--- src/hw/rtl/smq_alu_pkg.sv ---
// Package for the sign-magnitude quantized ALU: operation codes and default sizes.
// Used by sign_magnitude_quantized_alu; depends on nothing else.
package smq_alu_pkg;

    localparam int DEF_WORD_BITS  = 11;
    localparam int DEF_FULL_SCALE = 8;

    typedef enum logic [1:0] {
        OP_ADD = 2'd0,
        OP_SUB = 2'd1,
        OP_MUL = 2'd2,
        OP_DIV = 2'd3
    } t_op;

endpackage

--- src/hw/rtl/sign_magnitude_quantized_alu.sv ---
// Sign-magnitude quantized ALU, deeply pipelined, one word per cycle if no stall.
// Depends on smq_alu_pkg (operation codes, default sizes).
//
// Channel   Dir  Handshake                 Payload
// s_axis    in   i_s_axis_tvalid/tready    req_type, operand_a, operand_b
// m_axis    out  o_m_axis_tvalid/tready    result_code, saturated
//
// Stages: A, B, divider stages, output; one word per cycle if the output accepts.
// The depth is set by the restoring divider: one quotient bit per stage.
// Add, sub, mul and div all go through the same divider (mul divides by 2*max).
// Reset clears the valid bits only; no clearing pass.
// Each stage holds when its successor is full and held, so bubbles collapse and
// a stalled output still lets new words fill the empty stages behind it.
module sign_magnitude_quantized_alu
    import smq_alu_pkg::*;
#(
    parameter int WORD_BITS  = DEF_WORD_BITS,
    parameter int FULL_SCALE = DEF_FULL_SCALE,
    localparam int IN_TW  = ((2 + 2 * WORD_BITS + 7) / 8) * 8,
    localparam int OUT_TW = ((WORD_BITS + 1 + 7) / 8) * 8
) (
    input  logic              i_clk,
    input  logic              i_rst_n,
    input  logic              i_s_axis_tvalid,
    output logic              o_s_axis_tready,
    // [1:0] req_type, [WB+1:2] operand_a, [2WB+1:WB+2] operand_b
    input  logic [IN_TW-1:0]  i_s_axis_tdata,
    output logic              o_m_axis_tvalid,
    input  logic              i_m_axis_tready,
    // [WB-1:0] result_code, [WB] saturated, rest zero
    output logic [OUT_TW-1:0] o_m_axis_tdata
);

    localparam int MAG_W   = WORD_BITS - 1;
    localparam int MAG_MAX = (1 << MAG_W) - 1;
    localparam int FS_LG   = $clog2(FULL_SCALE);
    localparam int PROD_W  = 2 * MAG_W;
    localparam int SUM_W   = MAG_W + 2;
    localparam int N_W     = 2 * MAG_W + FS_LG + 3;
    localparam int D_W     = MAG_W + FS_LG + 2;

    localparam logic [N_W-1:0] K_MUL  = N_W'(2 * FULL_SCALE);
    localparam logic [N_W-1:0] K_MMAX = N_W'(MAG_MAX);
    localparam logic [N_W-1:0] K_FS   = N_W'(FULL_SCALE);
    localparam logic [D_W-1:0] K_DFS  = D_W'(2 * FULL_SCALE);
    localparam logic [D_W-1:0] K_DMUL = D_W'(2 * MAG_MAX);

    // ---------------- handshake enables ----------------
    logic             en_a, en_b, en_out;
    logic [MAG_W:0]   en_dv;

    // ---------------- stage A: input word ----------------
    logic                 r_a_v;
    t_op                  r_a_op;
    logic [WORD_BITS-1:0] r_a_a, r_a_b;

    assign en_a            = !r_a_v || en_b;
    assign o_s_axis_tready = en_a;

    always_ff @(posedge i_clk) begin
        if (!i_rst_n) begin
            r_a_v <= 1'b0;
        end else if (en_a) begin
            r_a_v <= i_s_axis_tvalid;
        end
        if (en_a && i_s_axis_tvalid) begin
            r_a_op <= t_op'(i_s_axis_tdata[1:0]);
            r_a_a  <= i_s_axis_tdata[WORD_BITS+1:2];
            r_a_b  <= i_s_axis_tdata[2*WORD_BITS+1:WORD_BITS+2];
        end
    end

    logic                   a_sa, a_sb, a_tb_neg, a_neg, a_dz;
    logic [MAG_W-1:0]       a_ma, a_mb;
    logic signed [SUM_W-1:0] a_ta, a_tb, a_sum, a_abs;
    logic [PROD_W-1:0]      a_prod, a_scl;

    always_comb begin
        a_sa     = r_a_a[MAG_W];
        a_sb     = r_a_b[MAG_W];
        a_ma     = r_a_a[MAG_W-1:0];
        a_mb     = r_a_b[MAG_W-1:0];
        a_tb_neg = a_sb ^ (r_a_op == OP_SUB);
        a_ta     = a_sa ? -$signed({2'b00, a_ma}) : $signed({2'b00, a_ma});
        a_tb     = a_tb_neg ? -$signed({2'b00, a_mb}) : $signed({2'b00, a_mb});
        a_sum    = a_ta + a_tb;
        a_abs    = a_sum[SUM_W-1] ? -a_sum : a_sum;
        a_prod   = PROD_W'(a_ma) * PROD_W'(a_mb);
        a_scl    = PROD_W'(MAG_MAX) * PROD_W'(a_ma);
        a_dz     = (r_a_op == OP_DIV) && (a_mb == '0);
        case (r_a_op)
            OP_ADD, OP_SUB: a_neg = a_sum[SUM_W-1];
            OP_MUL:         a_neg = (a_sa ^ a_sb) && (a_ma != '0) && (a_mb != '0);
            OP_DIV:         a_neg = (a_sa ^ a_sb) && (a_ma != '0);
            default:        a_neg = 1'b0;
        endcase
    end

    // ---------------- stage B: products, sum ----------------
    logic               r_b_v, r_b_neg, r_b_dz;
    t_op                r_b_op;
    logic [MAG_W:0]     r_b_add;
    logic [PROD_W-1:0]  r_b_prod, r_b_scl;
    logic [MAG_W-1:0]   r_b_mb;

    assign en_b = !r_b_v || en_dv[0];

    always_ff @(posedge i_clk) begin
        if (!i_rst_n) begin
            r_b_v <= 1'b0;
        end else if (en_b) begin
            r_b_v <= r_a_v;
        end
        if (en_b && r_a_v) begin
            r_b_op   <= r_a_op;
            r_b_neg  <= a_neg;
            r_b_dz   <= a_dz;
            r_b_add  <= a_abs[MAG_W:0];
            r_b_prod <= a_prod;
            r_b_scl  <= a_scl;
            r_b_mb   <= a_mb;
        end
    end

    // Every op becomes floor(n / d); rounding is folded into n.
    logic [N_W-1:0] b_n, b_dtop;
    logic [D_W-1:0] b_d;
    logic           b_ovf;

    always_comb begin
        case (r_b_op)
            OP_ADD, OP_SUB: begin
                b_n = N_W'(r_b_add);
                b_d = D_W'(1);
            end
            OP_MUL: begin
                b_n = K_MUL * N_W'(r_b_prod) + K_MMAX;
                b_d = K_DMUL;
            end
            OP_DIV: begin
                b_n = (N_W'(r_b_scl) << 1) + K_FS * N_W'(r_b_mb);
                b_d = K_DFS * D_W'(r_b_mb);
            end
            default: begin
                b_n = '0;
                b_d = D_W'(1);
            end
        endcase
        b_dtop = N_W'(b_d) << MAG_W;
        // quotient above max iff n >= d * 2^MAG_W; x/0 saturates iff x nonzero
        b_ovf  = r_b_dz ? (b_n != '0) : (b_n >= b_dtop);
    end

    // ---------------- divider: stage 0 loaded, one bit per stage ----------------
    logic             r_dv_v   [0:MAG_W];
    logic             r_dv_ovf [0:MAG_W];
    logic             r_dv_dz  [0:MAG_W];
    logic             r_dv_neg [0:MAG_W];
    logic [N_W-1:0]   r_dv_rem [0:MAG_W];
    logic [D_W-1:0]   r_dv_d   [0:MAG_W];
    logic [MAG_W-1:0] r_dv_q   [0:MAG_W];

    assign en_dv[MAG_W] = !r_dv_v[MAG_W] || en_out;

    always_ff @(posedge i_clk) begin
        if (!i_rst_n) begin
            r_dv_v[0] <= 1'b0;
        end else if (en_dv[0]) begin
            r_dv_v[0] <= r_b_v;
        end
        if (en_dv[0] && r_b_v) begin
            r_dv_ovf[0] <= b_ovf;
            r_dv_dz[0]  <= r_b_dz;
            r_dv_neg[0] <= r_b_neg;
            r_dv_rem[0] <= b_n;
            r_dv_d[0]   <= b_d;
            r_dv_q[0]   <= '0;
        end
    end

    for (genvar j = 0; j < MAG_W; j++) begin : g_div
        localparam int SH = MAG_W - 1 - j;
        logic [N_W-1:0]   dsh;
        logic             take;
        logic [MAG_W-1:0] qbit;

        assign en_dv[j] = !r_dv_v[j] || en_dv[j+1];
        assign dsh      = N_W'(r_dv_d[j]) << SH;
        assign take     = r_dv_rem[j] >= dsh;
        assign qbit     = MAG_W'(take) << SH;

        always_ff @(posedge i_clk) begin
            if (!i_rst_n) begin
                r_dv_v[j+1] <= 1'b0;
            end else if (en_dv[j+1]) begin
                r_dv_v[j+1] <= r_dv_v[j];
            end
            if (en_dv[j+1] && r_dv_v[j]) begin
                r_dv_ovf[j+1] <= r_dv_ovf[j];
                r_dv_dz[j+1]  <= r_dv_dz[j];
                r_dv_neg[j+1] <= r_dv_neg[j];
                r_dv_d[j+1]   <= r_dv_d[j];
                r_dv_rem[j+1] <= take ? r_dv_rem[j] - dsh : r_dv_rem[j];
                r_dv_q[j+1]   <= r_dv_q[j] | qbit;
            end
        end
    end

    // ---------------- output register ----------------
    logic                 r_out_v, r_out_sat;
    logic [WORD_BITS-1:0] r_out_code;
    logic [MAG_W-1:0]     o_mag;

    assign en_out = !r_out_v || i_m_axis_tready;

    always_comb begin
        if (r_dv_ovf[MAG_W]) begin
            o_mag = MAG_W'(MAG_MAX);
        end else if (r_dv_dz[MAG_W]) begin
            o_mag = '0;
        end else begin
            o_mag = r_dv_q[MAG_W];
        end
    end

    always_ff @(posedge i_clk) begin
        if (!i_rst_n) begin
            r_out_v <= 1'b0;
        end else if (en_out) begin
            r_out_v <= r_dv_v[MAG_W];
        end
        if (en_out && r_dv_v[MAG_W]) begin
            r_out_code <= {r_dv_neg[MAG_W], o_mag};
            r_out_sat  <= r_dv_ovf[MAG_W];
        end
    end

    assign o_m_axis_tvalid = r_out_v;
    assign o_m_axis_tdata  = OUT_TW'({r_out_sat, r_out_code});

`ifndef NO_ASSERTIONS
    a_sat_full: assert property (@(posedge i_clk) disable iff (!i_rst_n)
        (r_out_v && r_out_sat) |-> (r_out_code[MAG_W-1:0] == MAG_W'(MAG_MAX)))
        else $error("saturated word without full-scale magnitude");

    a_stall_src: assert property (@(posedge i_clk) disable iff (!i_rst_n)
        !o_s_axis_tready |-> (o_m_axis_tvalid && !i_m_axis_tready))
        else $error("input held off while output is free");

    a_rem_done: assert property (@(posedge i_clk) disable iff (!i_rst_n)
        (r_dv_v[MAG_W] && !r_dv_ovf[MAG_W] && !r_dv_dz[MAG_W])
            |-> (r_dv_rem[MAG_W] < N_W'(r_dv_d[MAG_W])))
        else $error("divider remainder not below divisor");
`endif

endmodule
--- config.mk ---
export PLATFORM = sky130hd
export DESIGN_NAME = sign_magnitude_quantized_alu
export DESIGN_NICKNAME = d
export VERILOG_FILES = /design/src/hw/rtl/smq_alu_pkg.sv /design/src/hw/rtl/sign_magnitude_quantized_alu.sv
export SDC_FILE = /design/constraint.sdc
export NUM_CORES = 1
export LEC_CHECK = 0
export BUFFER_PORTS_ARGS = -buffer_cell sky130_fd_sc_hd__buf_4
export CAP_MARGIN = 25
export CORE_UTILIZATION = 60
export CTS_CLUSTER_SIZE = 16
export DETAILED_ROUTE_END_ITERATION = 7
export PLACE_DENSITY = 0.76
export SYNTH_ARGS = -nofsm -noshare
export SYNTH_HDL_FRONTEND = slang
export SYNTH_SLANG_ARGS = --single-unit
--- constraint.sdc ---
create_clock -name i_clk -period 6.9 [get_ports i_clk]
set_input_delay 0.69 -clock i_clk [delete_from_list [all_inputs] [get_ports i_clk]]
set_output_delay 0.69 -clock i_clk [all_outputs]
set_load 0.05 [all_outputs]
==> results of run 1 <==
## stage by stage
stage / hold WS, ns / utilization, % / cell area [µm²] / total power [mW] / cells
2_1_floorplan: 0.400 / - / 35500 / 8.45 / 3109
3_3_place_gp: 0.401 / 63.3 / 36700 / 9.61 / 3867
3_5_place_dp: 0.405 / 63.3 / 36700 / 9.74 / 3867
4_1_cts: 0.203 / 67.0 / 38900 / 13.3 / 3978
5_1_grt: 0.210 / 67.0 / 38900 / 14.1 / 3981
6_report: 0.240 / 67.0 / 38900 / 13.2 / 3981
## cells by family after synthesis
| kind of cell | count (synthesis) |
|---|---|
| AO/OA/AOI/OAI | 577 |
| multiplexers | 50 |
| flip-flops | 582 |
| AND/OR/NAND/NOR | 858 |
| buffers and inverters | 393 |
| other | 1 |
| adder cells (fa/ha/maj) | 402 |
| XOR/XNOR | 243 |
## per-layer routing
layer	routed length [µm]	global-route usage (%)
met3	4010	3.93
met5	0	0
met1	32300	33.6
met4	2670	9.56
met2	39500	46.8
## power by group through the flow
stage / sequential [mW] / clock (mW) / combinational [mW]
after global placement: 4.63 / 0 / 4.98
after floorplan: 4.51 / 0 / 3.93
after CTS: 4.57 / 3.55 / 5.14
after detailed placement: 4.64 / 0 / 5.10
after global routing: 4.59 / 3.67 / 5.80
final: 4.57 / 3.48 / 5.12
## cell usage in the layout, fill, tap and decap left out, types with 65 or more instances in the layout
cell type,count
o21ai_0,88
inv_1,317
nor2_1,192
edfxtp_1,578
and2_1,74
nand2_1,218
fa_1,105
o21ai_1,65
nor3_1,76
xor2_1,110
a21oi_1,131
xnor2_1,133
ha_1,297
## cell type report
cell class	instances	area share (%)
Sequential cell	582	44.8
Multi-Input combinational cell	2134	42.8
Clock buffer	67	4.03
Inverter	326	3.15
Tap cell	765	2.46
Clock inverter	44	1.49
Timing Repair Buffer	63	1.26
## worst min-delay path by stage
| stage | from | end | slack [ns] | depth (start not counted) |
|---|---|---|---|---|
| finish | i_s_axis_tdata[0] | r_a_op[0] | 0.24 | 1 |
| floorplan | r_dv_dz[9] | r_dv_dz[10] | 0.40 | 0 |
| CTS | i_s_axis_tdata[23] | r_a_b[10] | 0.20 | 1 |
| detailed placement | r_dv_dz[5] | r_dv_dz[6] | 0.40 | 0 |
| global placement | r_dv_q[3][7] | r_dv_q[4][7] | 0.40 | 0 |
| global route | i_s_axis_tdata[23] | r_a_b[10] | 0.21 | 1 |
## state kept, by name, indices dropped and copies added, names as in the netlist, 10 cells and up
| signal | flops |
|---|---|
| r_dv_rem | 259 |
| r_dv_d | 120 |
| r_dv_q | 55 |
| r_b_prod | 20 |
| r_b_scl | 20 |
| r_a_a | 11 |
| r_a_b | 11 |
| r_b_add | 11 |
| r_dv_dz | 11 |
| r_dv_neg | 11 |
| r_dv_ovf | 11 |
| r_dv_v | 11 |
| r_out_code | 11 |
| r_b_mb | 10 |
## worst reg2reg max path: cells and delay by family, from the launching register on
kind                     cells  cell delay, ns
XOR/XNOR                     1            0.08
flip-flops                   1            0.75
AND/OR/NAND/NOR              1            0.18
adder cells (fa/ha/maj)      6            2.83
AO/OA/AOI/OAI                7            1.59
buffers and inverters        3            0.16
## cell usage after synthesis (65+ instances only)
master	count
a21oi_1	131
and2_1	76
nand2_1	218
ha_1	297
xor2_1	110
nor3_1	76
o21ai_1	65
o21ai_0	88
inv_1	317
edfxtp_1	578
xnor2_1	133
nor2_1	192
fa_1	105
==> impl_metrics.json, run 1 <==
{
  "status": "finished, final reports clean",
  "fin_crit_ns": 5.83,
  "hp-class": "input port to flip-flop",
  "synth_top_family_by_area": "adder cells",
  "clk_latency_ns": 0.63,
  "cts.clk_slew.worst_paths_ns": 0.06,
  "synthAdderAreaFrac_pct": 16.4,
  "slowest_stage": "edfxtp_1",
  "first_pass_iters": 6,
  "area_delta_synth_final_pct": 9.64,
  "setup_viol": 0,
  "ys_ff_latch": 582,
  "drive_above_1_share_pct": 6.65,
  "io_pins": 46,
  "fill_cells": 4232,
  "crit_buf_inv": 3,
  "switchingPower_mw": 4.52,
  "gr-total-overflow": 0,
  "grt_pass1_wl_um": 126000,
  "pre_cts_ws_ns": 1.12,
  "worstSetupPathType": "flip-flop to flip-flop",
  "wirelength_um": 78500,
  "swShare_pct": 34.3,
  "antenna_found_initial": 0,
  "drv_slew": 0,
  "hold_viol_final": 0,
  "htree_levels": 2,
  "clock_power_share_pct": 26.4,
  "numCtsBuffers": 60,
  "rrSetupSlack_ns": 1.07,
  "cpMostUsedCell": "fa_1",
  "syn-cell-area_um2": 35500,
  "grt_max_degree": 66,
  "fin_crit_sh_pct": 84.4,
  "cp_top_family": "adder cells",
  "crit_arrival_ns": 6.19,
  "cts_tree": "yes",
  "syn_inst": 3106,
  "ir_drop_v": 0.000339,
  "slew_headroom_pct": 31.5,
  "first_iter_violations": 1790,
  "synth-edff-count": 578,
  "gp_congestion": 0.906,
  "leakage_nw": 15.4,
  "cts.sinks": 582,
  "timing.fmax_ghz": 0.172,
  "die_h_um": 245,
  "cts-root-buf": "clkbuf_16",
  "grt_pass1_vias": 23900,
  "via_count": 23500,
  "startpoint": "r_a_a[6]",
  "cp_cell_sequence": "nand2_1 -> fa_1 -> inv_1 -> fa_1 -> fa_1 -> fa_1 -> inv_1 -> fa_1 -> inv_1 -> ha_1 -> a21o_1 -> a21o_1 -> a21oi_1 -> o21ai_1 -> a2111oi_0 -> o21bai_1 -> a21oi_1 -> xnor2_1",
  "synth_xor_xnor_area_share_pct": 6.00,
  "yosysSeqAreaShare_pct": 49.2,
  "clockBufferDepth": 3,
  "drc": 0,
  "comb_power_share_pct": 38.9,
  "crit_end": "r_b_prod[18]",
  "synth_top_area_share_pct": 48.9,
  "cp-end-kind": "flip-flop",
  "post_drt_via_cell_ratio": 5.91,
  "initial_core_util_pct": 61.1,
  "synth_flop_cell": "edfxtp_1",
  "p_seq_share_pct": 34.7,
  "synth_area_leaders": "edfxtp_1 49%, ha_1 10%, fa_1 5.9%",
  "synth-compound-area-share_pct": 10.4,
  "clock_skew_ns": 0.0221,
  "p_int_mw": 8.64,
  "crit-reg2reg-capture": "r_b_prod[18]",
  "crit_path_start_kind": "flip-flop",
  "cts_resized": 0,
  "crit_cells": 18,
  "coreArea_um2": 58000,
  "die_w_um": 245,
  "track_usage_pct": 26.7,
  "tightest_slew_ns": 1.02,
  "post-dp-hpwl_um": 60400,
  "wire_per_inst_um": 19.7,
  "path_max_fanout": 16,
  "cts_hold_buf": 0,
  "timing.rr.start": "r_a_a[6]",
  "die_area_um2": 60100,
  "reg2reg_depth": 18,
  "worst_ep_required_time_ns": 7.27,
  "io_buffers": 41,
  "avgSynthCellArea_um2": 11.4,
  "tns_ns": 0,
  "ant_nets": 0,
  "worst_slack_ns": 1.07,
  "yosysTopAreaCell": "edfxtp_1",
  "final-seq-area_um2": 17400,
  "power_density_nw_per_um2": 339,
  "insertedDiodeCount": 0,
  "multi_input_area_um2": 16600,
  "synth.yosys.warnings": 0,
  "cap_violations": 0,
  "postCtsSetupBuffers": 0,
  "critPathMaxStageDelay_ns": 0.75,
  "synth-simple-area-share_pct": 12.2,
  "final_nets": 3597,
  "synth_cell_types": 85,
  "synthMuxAreaShare_pct": 1.54,
  "async_flop_share_pct": 0,
  "rsz0062_at_grt": "no",
  "core.rowCount": 88
}
(Power assumes the default switching activity.)
==> inputs of run 2 (changes only) <==
Clock period 6.9 ns to 6.05 ns, I/O delays scaled along.
==> run 2 against run 1 <==
  * Largest power group unchanged
  * Clock power is 10% higher
  * Via count is 0.22% higher
  * Combinational power is 20% higher
  * Cell count is 0.50% higher
  * Global-route usage is 0.18 points higher
  * Flip-flop and latch count stayed put
==> impl_metrics.json, run 2 (synthesized netlist as in run 1, its figures left out) <==
{
  "status": "finished, final reports clean",
  "multi_input_area_um2": 16600,
  "grt_pass1_vias": 23900,
  "regMostFlops": "r_dv_rem",
  "hold_viol_final": 0,
  "post_drt_via_cell_ratio": 5.89,
  "final_nets": 3618,
  "cp_top_family": "adder cells",
  "track_usage_pct": 26.9,
  "grt_max_degree": 66,
  "cts.sinks": 582,
  "gp_congestion": 0.913,
  "rrSetupSlack_ns": 0.42,
  "largest_reg_flops": 259,
  "tns_ns": 0,
  "via_count": 23600,
  "min_from": "i_s_axis_tdata[3]",
  "first_iter_violations": 1719,
  "drc": 0,
  "crit_buf_inv": 6,
  "insertedDiodeCount": 0,
  "critPathMaxStageDelay_ns": 0.56,
  "area_delta_synth_final_pct": 9.89,
  "ant_nets": 0,
  "timing.fmax_ghz": 0.178,
  "hp-class": "input port to flip-flop",
  "initial_core_util_pct": 61.1,
  "cp-end-kind": "flip-flop",
  "reg2reg_depth": 19,
  "final_common_cell": "edfxtp_1",
  "antenna_found_initial": 0,
  "clockBufferDepth": 3,
  "worst_ep_required_time_ns": 6.43,
  "cts_tree": "yes",
  "wirelength_um": 78900,
  "setup_viol": 0,
  "final-seq-area_um2": 17400,
  "mostFrequentLayoutCells": "578 x edfxtp_1, 317 x inv_1, 297 x ha_1",
  "top_regs": "r_dv_rem: 259 flops, r_dv_d: 120 flops, r_dv_q: 55 flops",
  "slew_headroom_pct": 32.7,
  "rsz0062_at_grt": "no",
  "htree_levels": 2,
  "final_core_util_pct": 67.2,
  "cts.clk_slew.worst_paths_ns": 0.06,
  "crit-reg2reg-capture": "r_b_prod[18]",
  "fin_crit_ns": 5.63,
  "fill_cells": 4215,
  "die_h_um": 245,
  "die_area_um2": 60100,
  "cap_violations": 0,
  "worstSetupPathType": "flip-flop to flip-flop",
  "slowest_stage": "fa_1",
  "worst_slack_ns": 0.420,
  "tightest_slew_ns": 1.01,
  "core.rowCount": 88,
  "cts_resized": 0,
  "clock_skew_ns": 0.0149,
  "gr-total-overflow": 0,
  "timing.rr.start": "r_a_a[5]",
  "startpoint": "r_a_a[5]",
  "io_buffers": 41,
  "io_pins": 46,
  "holdPathStages": 1,
  "drive_above_1_share_pct": 7.14,
  "grt_pass1_wl_um": 126000,
  "die_w_um": 245,
  "fin_area_um2": 39000,
  "dp_cells": 3885,
  "path_max_fanout": 8,
  "fin_crit_sh_pct": 93.1,
  "numCtsBuffers": 61,
  "leakage_nw": 15.4,
  "layout.cells.non_filler": 4001,
  "ir_drop_v": 0.000405,
  "wire_per_inst_um": 19.7,
  "crit_path_start_kind": "flip-flop",
  "crit_arrival_ns": 6.01,
  "post-dp-hpwl_um": 61500,
  "pre_cts_ws_ns": 0.363,
  "cp_cell_sequence": "buf_4 -> nand2_1 -> fa_1 -> inv_1 -> fa_1 -> inv_1 -> fa_1 -> inv_1 -> fa_1 -> inv_1 -> fa_1 -> inv_1 -> ha_1 -> a21oi_1 -> o21ai_1 -> a2111oi_0 -> o21bai_1 -> a21oi_1 -> xnor2_1",
  "drv_slew": 0,
  "placed_cell_area_um2": 36900,
  "cts_hold_buf": 0,
  "cts-root-buf": "clkbuf_16",
  "clk_latency_ns": 0.63,
  "power_density_nw_per_um2": 389,
  "min_to": "r_a_a[1]",
  "coreArea_um2": 58000,
  "first_pass_iters": 5
}
[run 2: changes by cell type in the layout (fill, tap and decap cells not counted), moves of 2 or more]
cell / previous run / this run
buf_4: 61 / 80
clkbuf_1: 4 / 9
bufinv_16: 12 / 8
inv_6: 5 / 1
clkbuf_8: 2 / 4
clkinv_1: 7 / 5
inv_8: 0 / 2
[run 2: worst max-delay path by stage]
stage | end | slack [ns] | cells after the start
final | r_b_prod[18] | 0.42 | 19
after CTS | r_b_prod[18] | 0.31 | 18
after global placement | r_b_prod[18] | 0.44 | 18
after detailed placement | r_b_prod[18] | 0.36 | 18
after global routing | r_b_prod[18] | 0.05 | 19
after floorplan | r_b_prod[18] | 0.62 | 19
[run 2: report_power, final]
group	internal (mW)	total (mW)	leakage (nW)	switching, mW
logic	2.53	6.15	9.18	3.62
clock network	2.27	3.84	1.00	1.57
registers	4.96	5.16	5.23	0.204
[run 2: per-stage QoR]
stage | power (mW) | hold WS, ns
4_1_cts | 15.2 | 0.117
5_1_grt | 16.1 | 0.130
3_5_place_dp | 11.4 | 0.405
2_1_floorplan | 9.63 | 0.400
3_3_place_gp | 11.3 | 0.402
6_report | 15.1 | 0.151
[run 2: routing by layer]
metal  vias up  track usage (%)  wire, µm
met1     11400             34.0     32800
met4         0             9.91      2680
met5         -                0         0
li1      11400                -         -
met3       170             3.42      3870
met2       697             47.2     39600
[run 2: what timing repair did]
item	in CTS	in global routing
setup buffers	0	2
setup endpoints to repair	0	1
endpoints found under the hold margin	0	0
[run 2: final cells by class]
type	instances	area share [%]
Timing Repair Buffer	83	1.69
Clock inverter	36	1.09
Clock buffer	75	4.21
Multi-Input combinational cell	2134	42.7
Sequential cell	582	44.7
Inverter	326	3.14
Tap cell	765	2.46
